===== config.mk =====
export PLATFORM = sky130hd
export DESIGN_NAME = note_table_sequencer_top_flat
export DESIGN_NICKNAME = d
export VERILOG_FILES = /design/src/hdl/nts_pkg.sv /design/src/hdl/nts_if.sv /design/src/hdl/nts_table.sv /design/src/hdl/note_table_sequencer_top.sv /design/src/flat_wrapper.sv
export SDC_FILE = /design/constraint.sdc
export NUM_CORES = 2
export LEC_CHECK = 0
export BUFFER_PORTS_ARGS = -buffer_cell sky130_fd_sc_hd__buf_2
export CORE_MARGIN = 5
export CORE_UTILIZATION = 29
export DETAILED_ROUTE_END_ITERATION = 10
export PLACE_DENSITY = 0.54
export SYNTH_ARGS = -nofsm -noshare
export SYNTH_HDL_FRONTEND = slang
export SYNTH_SLANG_ARGS = --single-unit

===== constraint.sdc =====
create_clock -name clk -period 9.8 [get_ports clk]
set_input_delay 1.47 -clock clk [delete_from_list [all_inputs] [get_ports clk]]
set_output_delay 1.47 -clock clk [all_outputs]
set_load 0.05 [all_outputs]

===== src/hdl/nts_pkg.sv =====
// Package for the note table sequencer: word widths, register indexes,
// table entry types and the note frequency ROM.
// Depends on nothing; every other file uses it.
package nts_pkg;

    localparam int IDX_W   = 6;
    localparam int DUR_W   = 16;
    localparam int NOTE_W  = 6;
    localparam int VEL_W   = 8;
    localparam int FREQ_W  = 12;
    localparam int PRE_W   = 16;
    localparam int BEAT_W  = 24;
    localparam int CFG_IDX_W  = 1;
    localparam int CFG_DATA_W = 16;

    localparam logic [CFG_IDX_W-1:0] REG_LAST_NOTE_INDEX = 1'd0;
    localparam logic [CFG_IDX_W-1:0] REG_PRESCALE_LIMIT  = 1'd1;

    localparam logic [PRE_W-1:0] PRESCALE_RESET = 16'd200;

    typedef struct packed {
        logic [DUR_W-1:0]  duration;
        logic [NOTE_W-1:0] note;
        logic [VEL_W-1:0]  vel;
    } entry_t;

    typedef struct packed {
        logic             en;
        logic [IDX_W-1:0] index;
        entry_t           entry;
    } tbl_wr_t;

    typedef struct packed {
        logic              action;
        logic [IDX_W-1:0]  entry_index;
        entry_t            entry;
    } in_word_t;

    typedef struct packed {
        logic [FREQ_W-1:0] tone_freq;
        logic [VEL_W-1:0]  velocity;
        logic              gate;
        logic [IDX_W-1:0]  note_position;
        logic              note_started;
    } out_word_t;

    // Equal-tempered frequencies in hertz, C2 up to C7.
    function automatic logic [FREQ_W-1:0] freq_lookup(input logic [NOTE_W-1:0] note);
        logic [FREQ_W-1:0] f;
        case (note)
            6'd0:  f = 12'd65;
            6'd1:  f = 12'd69;
            6'd2:  f = 12'd73;
            6'd3:  f = 12'd78;
            6'd4:  f = 12'd82;
            6'd5:  f = 12'd87;
            6'd6:  f = 12'd92;
            6'd7:  f = 12'd98;
            6'd8:  f = 12'd104;
            6'd9:  f = 12'd110;
            6'd10: f = 12'd117;
            6'd11: f = 12'd123;
            6'd12: f = 12'd130;
            6'd13: f = 12'd139;
            6'd14: f = 12'd147;
            6'd15: f = 12'd156;
            6'd16: f = 12'd165;
            6'd17: f = 12'd175;
            6'd18: f = 12'd185;
            6'd19: f = 12'd196;
            6'd20: f = 12'd208;
            6'd21: f = 12'd220;
            6'd22: f = 12'd233;
            6'd23: f = 12'd246;
            6'd24: f = 12'd262;
            6'd25: f = 12'd277;
            6'd26: f = 12'd294;
            6'd27: f = 12'd311;
            6'd28: f = 12'd330;
            6'd29: f = 12'd349;
            6'd30: f = 12'd370;
            6'd31: f = 12'd392;
            6'd32: f = 12'd415;
            6'd33: f = 12'd440;
            6'd34: f = 12'd466;
            6'd35: f = 12'd493;
            6'd36: f = 12'd523;
            6'd37: f = 12'd554;
            6'd38: f = 12'd587;
            6'd39: f = 12'd622;
            6'd40: f = 12'd659;
            6'd41: f = 12'd698;
            6'd42: f = 12'd740;
            6'd43: f = 12'd784;
            6'd44: f = 12'd831;
            6'd45: f = 12'd880;
            6'd46: f = 12'd932;
            6'd47: f = 12'd988;
            6'd48: f = 12'd1046;
            6'd49: f = 12'd1109;
            6'd50: f = 12'd1175;
            6'd51: f = 12'd1245;
            6'd52: f = 12'd1319;
            6'd53: f = 12'd1397;
            6'd54: f = 12'd1480;
            6'd55: f = 12'd1568;
            6'd56: f = 12'd1661;
            6'd57: f = 12'd1760;
            6'd58: f = 12'd1865;
            6'd59: f = 12'd1976;
            6'd60: f = 12'd2093;
            default: f = '0;
        endcase
        return f;
    endfunction

endpackage


===== src/hdl/nts_if.sv =====
// Valid/ready channel interfaces for the input and result words.
// Depends on nts_pkg for the field widths.
interface nts_in_if;
    logic                         valid;
    logic                         ready;
    logic                         action;
    logic [nts_pkg::IDX_W-1:0]    entry_index;
    logic [nts_pkg::DUR_W-1:0]    entry_duration;
    logic [nts_pkg::NOTE_W-1:0]   entry_note;
    logic [nts_pkg::VEL_W-1:0]    entry_velocity;

    modport source (output valid, action, entry_index, entry_duration, entry_note,
                    entry_velocity, input ready);
    modport sink   (input valid, action, entry_index, entry_duration, entry_note,
                    entry_velocity, output ready);
endinterface

interface nts_out_if;
    logic                         valid;
    logic                         ready;
    logic [nts_pkg::FREQ_W-1:0]   tone_freq;
    logic [nts_pkg::VEL_W-1:0]    velocity;
    logic                         gate;
    logic [nts_pkg::IDX_W-1:0]    note_position;
    logic                         note_started;

    modport source (output valid, tone_freq, velocity, gate, note_position,
                    note_started, input ready);
    modport sink   (input valid, tone_freq, velocity, gate, note_position,
                    note_started, output ready);
endinterface


===== src/hdl/nts_table.sv =====
// Note table memory: one write port, one registered read port, with
// write-to-read forwarding for a write and read of the same slot in one cycle.
// Depends on nts_pkg.
module nts_table #(
    parameter int NOTE_DEPTH = 64
) (
    input  logic                        clk,
    input  logic                        rst_n,
    input  nts_pkg::tbl_wr_t            wr,
    input  logic [nts_pkg::IDX_W-1:0]   rd_index,
    output nts_pkg::entry_t             rd_entry
);
    import nts_pkg::*;

    localparam int AW = $clog2(NOTE_DEPTH);

    entry_t              mem [NOTE_DEPTH];
    entry_t              rdata_reg;
    entry_t              fwd_data_reg;
    logic                fwd_reg;
    logic                rd_ok_reg;
    logic [IDX_W+AW-1:0] wr_ext;
    logic [IDX_W+AW-1:0] rd_ext;
    logic [AW-1:0]       waddr;
    logic [AW-1:0]       raddr;
    logic                wr_ok;
    logic                rd_ok;

    assign wr_ext = {{AW{1'b0}}, wr.index};
    assign rd_ext = {{AW{1'b0}}, rd_index};
    assign waddr  = wr_ext[AW-1:0];
    assign raddr  = rd_ext[AW-1:0];
    assign wr_ok  = 32'(wr.index) < 32'(NOTE_DEPTH);
    assign rd_ok  = 32'(rd_index) < 32'(NOTE_DEPTH);

    always_ff @(posedge clk)
    begin
        if (wr.en && wr_ok)
        begin
            mem[waddr] <= wr.entry;
        end
        rdata_reg    <= mem[raddr];
        fwd_data_reg <= wr.entry;
    end

    always_ff @(posedge clk or negedge rst_n)
    begin
        if (!rst_n)
        begin
            fwd_reg   <= 1'b0;
            rd_ok_reg <= 1'b0;
        end
        else
        begin
            fwd_reg   <= wr.en && wr_ok && (waddr == raddr);
            rd_ok_reg <= rd_ok;
        end
    end

    // A slot beyond the table reads as all zero.
    assign rd_entry = !rd_ok_reg ? '0 : (fwd_reg ? fwd_data_reg : rdata_reg);

endmodule


===== src/hdl/note_table_sequencer_top.sv =====
// Note table sequencer top level: input stage, sequencer update, result register.
// Depends on nts_pkg, nts_if and nts_table.
//
// Usage: words arrive on seq_in. A word with action set stores one entry in the
// note table; a word with action clear is a tick that advances the prescaler,
// the beat counter and the note pointer. Every input word gives exactly one
// result word on seq_out with the held frequency, velocity, gate, the pointer
// and a flag for a note started by that tick.
// Flow: an accepted word is held in the input stage register; when it fires,
// its result is written to the result register, where it waits until seq_out
// takes it.
// Throughput: one word per cycle while seq_out does not stall. The table is read
// every cycle at the pointer that the word in the input stage will see; the read
// of the synchronous table memory and the update of the sequencer counters form a loop through pointer_next.
// Reset: pointer, counters and held outputs clear, the first note is pending,
// last_note_index is 0 and prescale_limit is 200. Table contents are undefined
// until written. Registers are written through cfg_we/cfg_index/cfg_data.
// Stall: a result waits in the output register; one more word can be taken into
// the input stage, after which seq_in.ready stays low until seq_out drains.
module note_table_sequencer_top #(
    parameter int NOTE_DEPTH = 64
) (
    input  logic                              clk,
    input  logic                              rst_n,
    input  logic                              cfg_we,
    input  logic [nts_pkg::CFG_IDX_W-1:0]     cfg_index,
    input  logic [nts_pkg::CFG_DATA_W-1:0]    cfg_data,
    nts_in_if.sink                            seq_in,
    nts_out_if.source                         seq_out
);
    import nts_pkg::*;

    // Configuration registers.
    logic [IDX_W-1:0]  last_index_reg;
    logic [PRE_W-1:0]  prescale_limit_reg;

    // Sequencer state.
    logic [PRE_W-1:0]  prescale_count_reg, prescale_count_next;
    logic [BEAT_W-1:0] beat_count_reg, beat_count_next;
    logic              beat_flag_reg, beat_flag_next;
    logic [IDX_W-1:0]  pointer_reg, pointer_next;
    logic [BEAT_W-1:0] elapsed_reg, elapsed_next;
    logic              pending_reg, pending_next;
    logic [FREQ_W-1:0] freq_reg, freq_next;
    logic [VEL_W-1:0]  vel_reg, vel_next;
    logic              gate_reg, gate_next;
    logic              started;

    // Pipeline registers.
    logic              item_valid_reg;
    in_word_t          item_reg;
    logic              out_valid_reg;
    out_word_t         out_reg;

    logic              fire;
    tbl_wr_t           tbl_wr;
    entry_t            cur;

    assign fire         = item_valid_reg && (!out_valid_reg || seq_out.ready);
    assign seq_in.ready = !item_valid_reg || fire;

    assign tbl_wr.en    = fire && item_reg.action;
    assign tbl_wr.index = item_reg.entry_index;
    assign tbl_wr.entry = item_reg.entry;

    // The read address is the pointer after this cycle's update, so the data
    // lines up with the word that enters the update stage next.
    nts_table #(
        .NOTE_DEPTH (NOTE_DEPTH)
    ) u_table (
        .clk      (clk),
        .rst_n    (rst_n),
        .wr       (tbl_wr),
        .rd_index (pointer_next),
        .rd_entry (cur)
    );

    always_comb
    begin
        logic              beat_now;
        logic [BEAT_W:0]   limit_sum;
        logic [IDX_W:0]    nxt;

        prescale_count_next = prescale_count_reg;
        beat_count_next     = beat_count_reg;
        beat_flag_next      = beat_flag_reg;
        pointer_next        = pointer_reg;
        elapsed_next        = elapsed_reg;
        pending_next        = pending_reg;
        freq_next           = freq_reg;
        vel_next            = vel_reg;
        gate_next           = gate_reg;
        started             = 1'b0;
        beat_now            = 1'b0;
        limit_sum           = {1'b0, elapsed_reg} + (BEAT_W+1)'(cur.duration);
        nxt                 = {1'b0, pointer_reg} + 1'b1;

        if (fire && !item_reg.action)
        begin
            beat_now = beat_flag_reg;
            if (prescale_count_reg >= prescale_limit_reg)
            begin
                prescale_count_next = '0;
                beat_count_next     = beat_count_reg + 1'b1;
                beat_now            = 1'b1;
            end
            else
            begin
                prescale_count_next = prescale_count_reg + 1'b1;
            end
            beat_flag_next = beat_now;

            if (beat_now)
            begin
                if (pending_reg)
                begin
                    freq_next      = freq_lookup(cur.note);
                    vel_next       = cur.vel;
                    gate_next      = 1'b1;
                    pending_next   = 1'b0;
                    beat_flag_next = 1'b0;
                    started        = 1'b1;
                end
                // The note ends once the beat count passes its end beat.
                if ({1'b0, beat_count_next} > limit_sum)
                begin
                    elapsed_next = limit_sum[BEAT_W-1:0];
                    pointer_next = nxt[IDX_W-1:0];
                    if (nxt > {1'b0, last_index_reg})
                    begin
                        pointer_next    = '0;
                        elapsed_next    = '0;
                        beat_count_next = '0;
                    end
                    gate_next    = 1'b0;
                    pending_next = 1'b1;
                end
            end
        end
    end

    always_ff @(posedge clk or negedge rst_n)
    begin
        if (!rst_n)
        begin
            last_index_reg     <= '0;
            prescale_limit_reg <= PRESCALE_RESET;
        end
        else if (cfg_we)
        begin
            case (cfg_index)
                REG_LAST_NOTE_INDEX: last_index_reg     <= cfg_data[IDX_W-1:0];
                REG_PRESCALE_LIMIT:  prescale_limit_reg <= cfg_data[PRE_W-1:0];
                default:             ;
            endcase
        end
    end

    always_ff @(posedge clk or negedge rst_n)
    begin
        if (!rst_n)
        begin
            prescale_count_reg <= '0;
            beat_count_reg     <= '0;
            beat_flag_reg      <= 1'b0;
            pointer_reg        <= '0;
            elapsed_reg        <= '0;
            pending_reg        <= 1'b1;
            freq_reg           <= '0;
            vel_reg            <= '0;
            gate_reg           <= 1'b0;
            item_valid_reg     <= 1'b0;
            out_valid_reg      <= 1'b0;
        end
        else
        begin
            prescale_count_reg <= prescale_count_next;
            beat_count_reg     <= beat_count_next;
            beat_flag_reg      <= beat_flag_next;
            pointer_reg        <= pointer_next;
            elapsed_reg        <= elapsed_next;
            pending_reg        <= pending_next;
            freq_reg           <= freq_next;
            vel_reg            <= vel_next;
            gate_reg           <= gate_next;
            if (seq_in.ready)
            begin
                item_valid_reg <= seq_in.valid;
            end
            if (fire)
            begin
                out_valid_reg <= 1'b1;
            end
            else if (seq_out.ready)
            begin
                out_valid_reg <= 1'b0;
            end
        end
    end

    always_ff @(posedge clk)
    begin
        if (seq_in.ready)
        begin
            item_reg.action         <= seq_in.action;
            item_reg.entry_index    <= seq_in.entry_index;
            item_reg.entry.duration <= seq_in.entry_duration;
            item_reg.entry.note     <= seq_in.entry_note;
            item_reg.entry.vel      <= seq_in.entry_velocity;
        end
        if (fire)
        begin
            out_reg.tone_freq     <= freq_next;
            out_reg.velocity      <= vel_next;
            out_reg.gate          <= gate_next;
            out_reg.note_position <= pointer_next;
            out_reg.note_started  <= started;
        end
    end

    assign seq_out.valid         = out_valid_reg;
    assign seq_out.tone_freq     = out_reg.tone_freq;
    assign seq_out.velocity      = out_reg.velocity;
    assign seq_out.gate          = out_reg.gate;
    assign seq_out.note_position = out_reg.note_position;
    assign seq_out.note_started  = out_reg.note_started;

endmodule


===== src/flat_wrapper.sv =====
// flat-port wrapper written by rule: the top's interface ports become plain ports
module note_table_sequencer_top_flat import nts_pkg::*;
#(
    parameter int NOTE_DEPTH = 64
)
  (clk, rst_n, cfg_we, cfg_index, cfg_data, seq_in_valid, seq_in_action, seq_in_entry_index, seq_in_entry_duration, seq_in_entry_note, seq_in_entry_velocity, seq_in_ready, seq_out_valid, seq_out_tone_freq, seq_out_velocity, seq_out_gate, seq_out_note_position, seq_out_note_started, seq_out_ready);
  nts_in_if seq_in_i ();
  nts_out_if seq_out_i ();
  input  logic clk;
  input  logic rst_n;
  input  logic cfg_we;
  input  logic [nts_pkg::CFG_IDX_W-1:0] cfg_index;
  input  logic [nts_pkg::CFG_DATA_W-1:0] cfg_data;
  input wire logic [$bits(seq_in_i.valid)-1:0] seq_in_valid;
  input wire logic [$bits(seq_in_i.action)-1:0] seq_in_action;
  input wire logic [$bits(seq_in_i.entry_index)-1:0] seq_in_entry_index;
  input wire logic [$bits(seq_in_i.entry_duration)-1:0] seq_in_entry_duration;
  input wire logic [$bits(seq_in_i.entry_note)-1:0] seq_in_entry_note;
  input wire logic [$bits(seq_in_i.entry_velocity)-1:0] seq_in_entry_velocity;
  output wire logic [$bits(seq_in_i.ready)-1:0] seq_in_ready;
  output wire logic [$bits(seq_out_i.valid)-1:0] seq_out_valid;
  output wire logic [$bits(seq_out_i.tone_freq)-1:0] seq_out_tone_freq;
  output wire logic [$bits(seq_out_i.velocity)-1:0] seq_out_velocity;
  output wire logic [$bits(seq_out_i.gate)-1:0] seq_out_gate;
  output wire logic [$bits(seq_out_i.note_position)-1:0] seq_out_note_position;
  output wire logic [$bits(seq_out_i.note_started)-1:0] seq_out_note_started;
  input wire logic [$bits(seq_out_i.ready)-1:0] seq_out_ready;
  assign seq_in_i.valid = seq_in_valid;
  assign seq_in_i.action = seq_in_action;
  assign seq_in_i.entry_index = seq_in_entry_index;
  assign seq_in_i.entry_duration = seq_in_entry_duration;
  assign seq_in_i.entry_note = seq_in_entry_note;
  assign seq_in_i.entry_velocity = seq_in_entry_velocity;
  assign seq_in_ready = seq_in_i.ready;
  assign seq_out_valid = seq_out_i.valid;
  assign seq_out_tone_freq = seq_out_i.tone_freq;
  assign seq_out_velocity = seq_out_i.velocity;
  assign seq_out_gate = seq_out_i.gate;
  assign seq_out_note_position = seq_out_i.note_position;
  assign seq_out_note_started = seq_out_i.note_started;
  assign seq_out_i.ready = seq_out_ready;
  note_table_sequencer_top #(.NOTE_DEPTH(NOTE_DEPTH)) u_core (.clk(clk), .rst_n(rst_n), .cfg_we(cfg_we), .cfg_index(cfg_index), .cfg_data(cfg_data), .seq_in(seq_in_i), .seq_out(seq_out_i));
endmodule

==> run_results.csv <==
group,metric,value,unit
floorplanning,die_h,558,um
global_route,grt.busiest_layer,"met2",
sta,tns,0,ns
floorplanning,die-area,0.311,mm^2
worst_hold_path,worstHoldPathType,"reg -> reg",
floorplanning,fp.dieW,558,um
global_route,grt_use_total,16.9,%
final_layout,fillerInstances,28710,
worst_setup_path,path_class,"reg -> reg",
synthesis,yosys.area.top_type,"edfxtp_1",
place,port_buffers,88,
synthesis,syn-instance-count,5883,
sta,fin_crit,9.06,ns
pwr,power_density,198,mW/mm^2
synthesis,ys_types,74,
place,place_congestion,0.845,
synthesis,synth_area,0.0870,mm^2
floorplanning,start_util,29.1,%
drt,drt_first_pass_iters,5,
floorplanning,io_pins,89,
cts,cts-hold-fix-buffers,0,
sta,worst_pin_slew,1.20,ns
global_route,antenna_found_initial,26,
drt,wl,273,mm
worst_setup_path,cp.arrival,9.67,ns
global_route,grt-ovfl-total,0,
sta,finalMaxSlewViolations,0,
cts,post_cts_buffers,0,
cts,insertion_delay,0.90,ns
worst_setup_path,setup.worst_path.start,"u_core.u_table.fwd_reg",
cts,clk_pin_slew,0.06,ns
final_layout,synthToLayoutAreaGrowth,16.1,%
cts,clockRootBuffer,"clkbuf_16",
synthesis,syn-num-nets,6016,
sta,setup_ws,0.743,ns
drt,routedWlPerCell,26.7,um
synthesis,synthArstFlopShare,5.50,%
cts,cts_resized,0,
drt,vias,54391,
synthesis,synth_ff_type,"edfxtp_1",
sta,max-slew-margin-rel,18.8,%
global_route,grt_pass1_vias,51918,
place,place_inst,9806,
global_route,grtUsageMet1,24.9,%
cts,cts_num_sinks,2164,
final_layout,fin_nets,6207,
final_layout,largest_reg_flops,1920,
synthesis,synth_common_cells,"1985 x edfxtp_1, 886 x nand2_1, 286 x o22ai_1",
synthesis,yosys_warnings,0,
synthesis,yosysMostFrequentCell,"edfxtp_1",
cts,ctsLongestPathBuffers,4,
pwr,ir_worst_vdd,0.156,mV
synthesis,ys_ff_latch,2164,
worst_setup_path,path_max_fanout,27,
final_layout,layout.cells.non_filler,10220,
sta,hold_ws,0.488,ns
synthesis,avgSynthCellArea,14.8,um^2
worst_hold_path,min_from,"u_core.vel_reg[4]",
floorplanning,core,0.299,mm^2
worst_setup_path,endpoint_kind,"flop",
worst_setup_path,start_kind,"flop",
flow_run,drv_cap,0,
place,dp_slack,0.930,ns
synthesis,synth_edf_count,1985,
place,dp_hpwl,154,mm
cts,cts_inserted_buffers,224,
drt,drtIter0Drc,6720,
pwr,p_leak,0.0331,uW
synthesis,synth_area_leaders,"edfxtp_1 69%, nand2_1 3.8%, dfrtp_1 3.3%",
synthesis,synth.top_cell.area_share,68.6,%
sta,fin_skew,0.0995,ns
cts,cts_tree,"built",
sta,grt_setup_unrepaired,"no",
sta,setup_viol,0,
floorplanning,rows,201,
worst_setup_path,cp.required,10.42,ns
drt,antenna_left,0,
final_layout,layout-drive-gt1-share,14.7,%
sta,min_period_over_period,92.4,%
drt,drc,0,
global_route,grt_pass1_wl,386,mm
drt,routed_via_density,5.32,
cts,cts.htree.levels,4,
global_route,grt_util_met3,3.86,%
global_route,use_met2,24.9,%
run_status,status,"finished clean",
worst_setup_path,rr_startpoint,"u_core.u_table.fwd_reg",
synthesis,synth_seq_area_share,73.4,%
global_route,grt_start_max_net_pins,144,
sta,final_hold_viol_count,0,
sta,max_freq,110,MHz
[worst paths after layout]
path | cells past startpoint | end | slack (ns)
worst min register to register | 2 | u_core.vel_reg[4] | 0.49
max in group asynchronous | 2 | u_core.freq_reg[10] | 8.00
worst max register to register | 27 | u_core.u_table.rdata_reg[15] | 0.74
worst max-delay path | 27 | u_core.u_table.rdata_reg[15] | 0.74
worst min-delay path | 2 | u_core.vel_reg[4] | 0.49
min in group asynchronous | 1 | u_core.last_index_reg[4] | 0.66
[through the flow]
stage / utilization (%) / power [uW] / cell area (um^2)
floorplan: - / 11200 / 87000
global placement: 31.3 / 11700 / 93800
detailed placement: 31.3 / 11700 / 93800
CTS: 33.7 / 20100 / 101000
global route: 33.7 / 20600 / 101000
finish: 33.7 / 20000 / 101000
[report_power, final]
group | leakage, uW | internal (uW) | switching, uW | total (uW)
registers | 0.0200 | 10300 | 76.7 | 10300
logic | 0.00958 | 322 | 881 | 1200
clock network | 0.00349 | 4830 | 3580 | 8410
[layout by cell type (no fill, tap or decap), types with 64 or more instances in the layout]
master	instances
a22oi_1	66
nor2_1	81
a31oi_1	120
and3_1	215
o22ai_1	285
mux4_2	103
nand2_1	883
nand3_1	126
o21ai_0	194
mux2i_1	137
dfrtp_1	115
buf_4	240
nor2_4	64
a211oi_1	122
ha_1	73
clkbuf_16	227
edfxtp_1	1985
buf_2	87
a21oi_1	227
[kinds of logic after synthesis]
family	Yosys count	synth area share, %
adders and majority gates	74	1.07
other	1	0.00431
buffers and inverters	435	2.13
AOI/OAI and AO/OA	1317	9.96
muxes	274	4.69
and+or+nand+nor	1553	8.13
DFF	2164	73.4
xor gates and xnor gates	65	0.655
[worst max-delay path: stages (launching register included)]
cell       delay (ns)
dfrtp_1          0.43
buf_4            0.40
mux2i_1          0.24
nor2b_1          0.07
ha_1             0.29
inv_1            0.12
o21bai_1         0.11
a2111oi_0        0.61
nor4_1           0.17
a2111oi_0        0.62
o41ai_1          0.26
a21oi_1          0.44
nor2_1           0.14
xnor2_1          0.16
ha_1             0.35
nand4_1          0.09
and3_1           0.19
o21ai_1          0.10
and4b_1          0.24
a21o_1           0.27
nor3_4           0.40
mux2i_4          0.54
inv_6            0.05
nand2_2          0.63
o22ai_1          0.36
or4_1            0.58
a31oi_1          0.60
o31ai_1          0.35
[cell type report]
class,instances,area (um^2),area share (%)
multi-input cells,3284,22000,21.8
clock buffers,282,5980,5.92
inverters,41,166,0.165
diodes,6,15.0,0.0149
well taps,3958,4950,4.91
flip-flops and latches,2164,63800,63.2
repair buffers,359,2870,2.84
clock inverters,126,1180,1.17
[layer usage]
layer  routed length [um]  vias up
met4                 8720       16
met5                  120        -
met2               117000     2656
met3                27700      421
li1                     -    23440
met1               119000    27858
(Power assumes the default switching activity.)
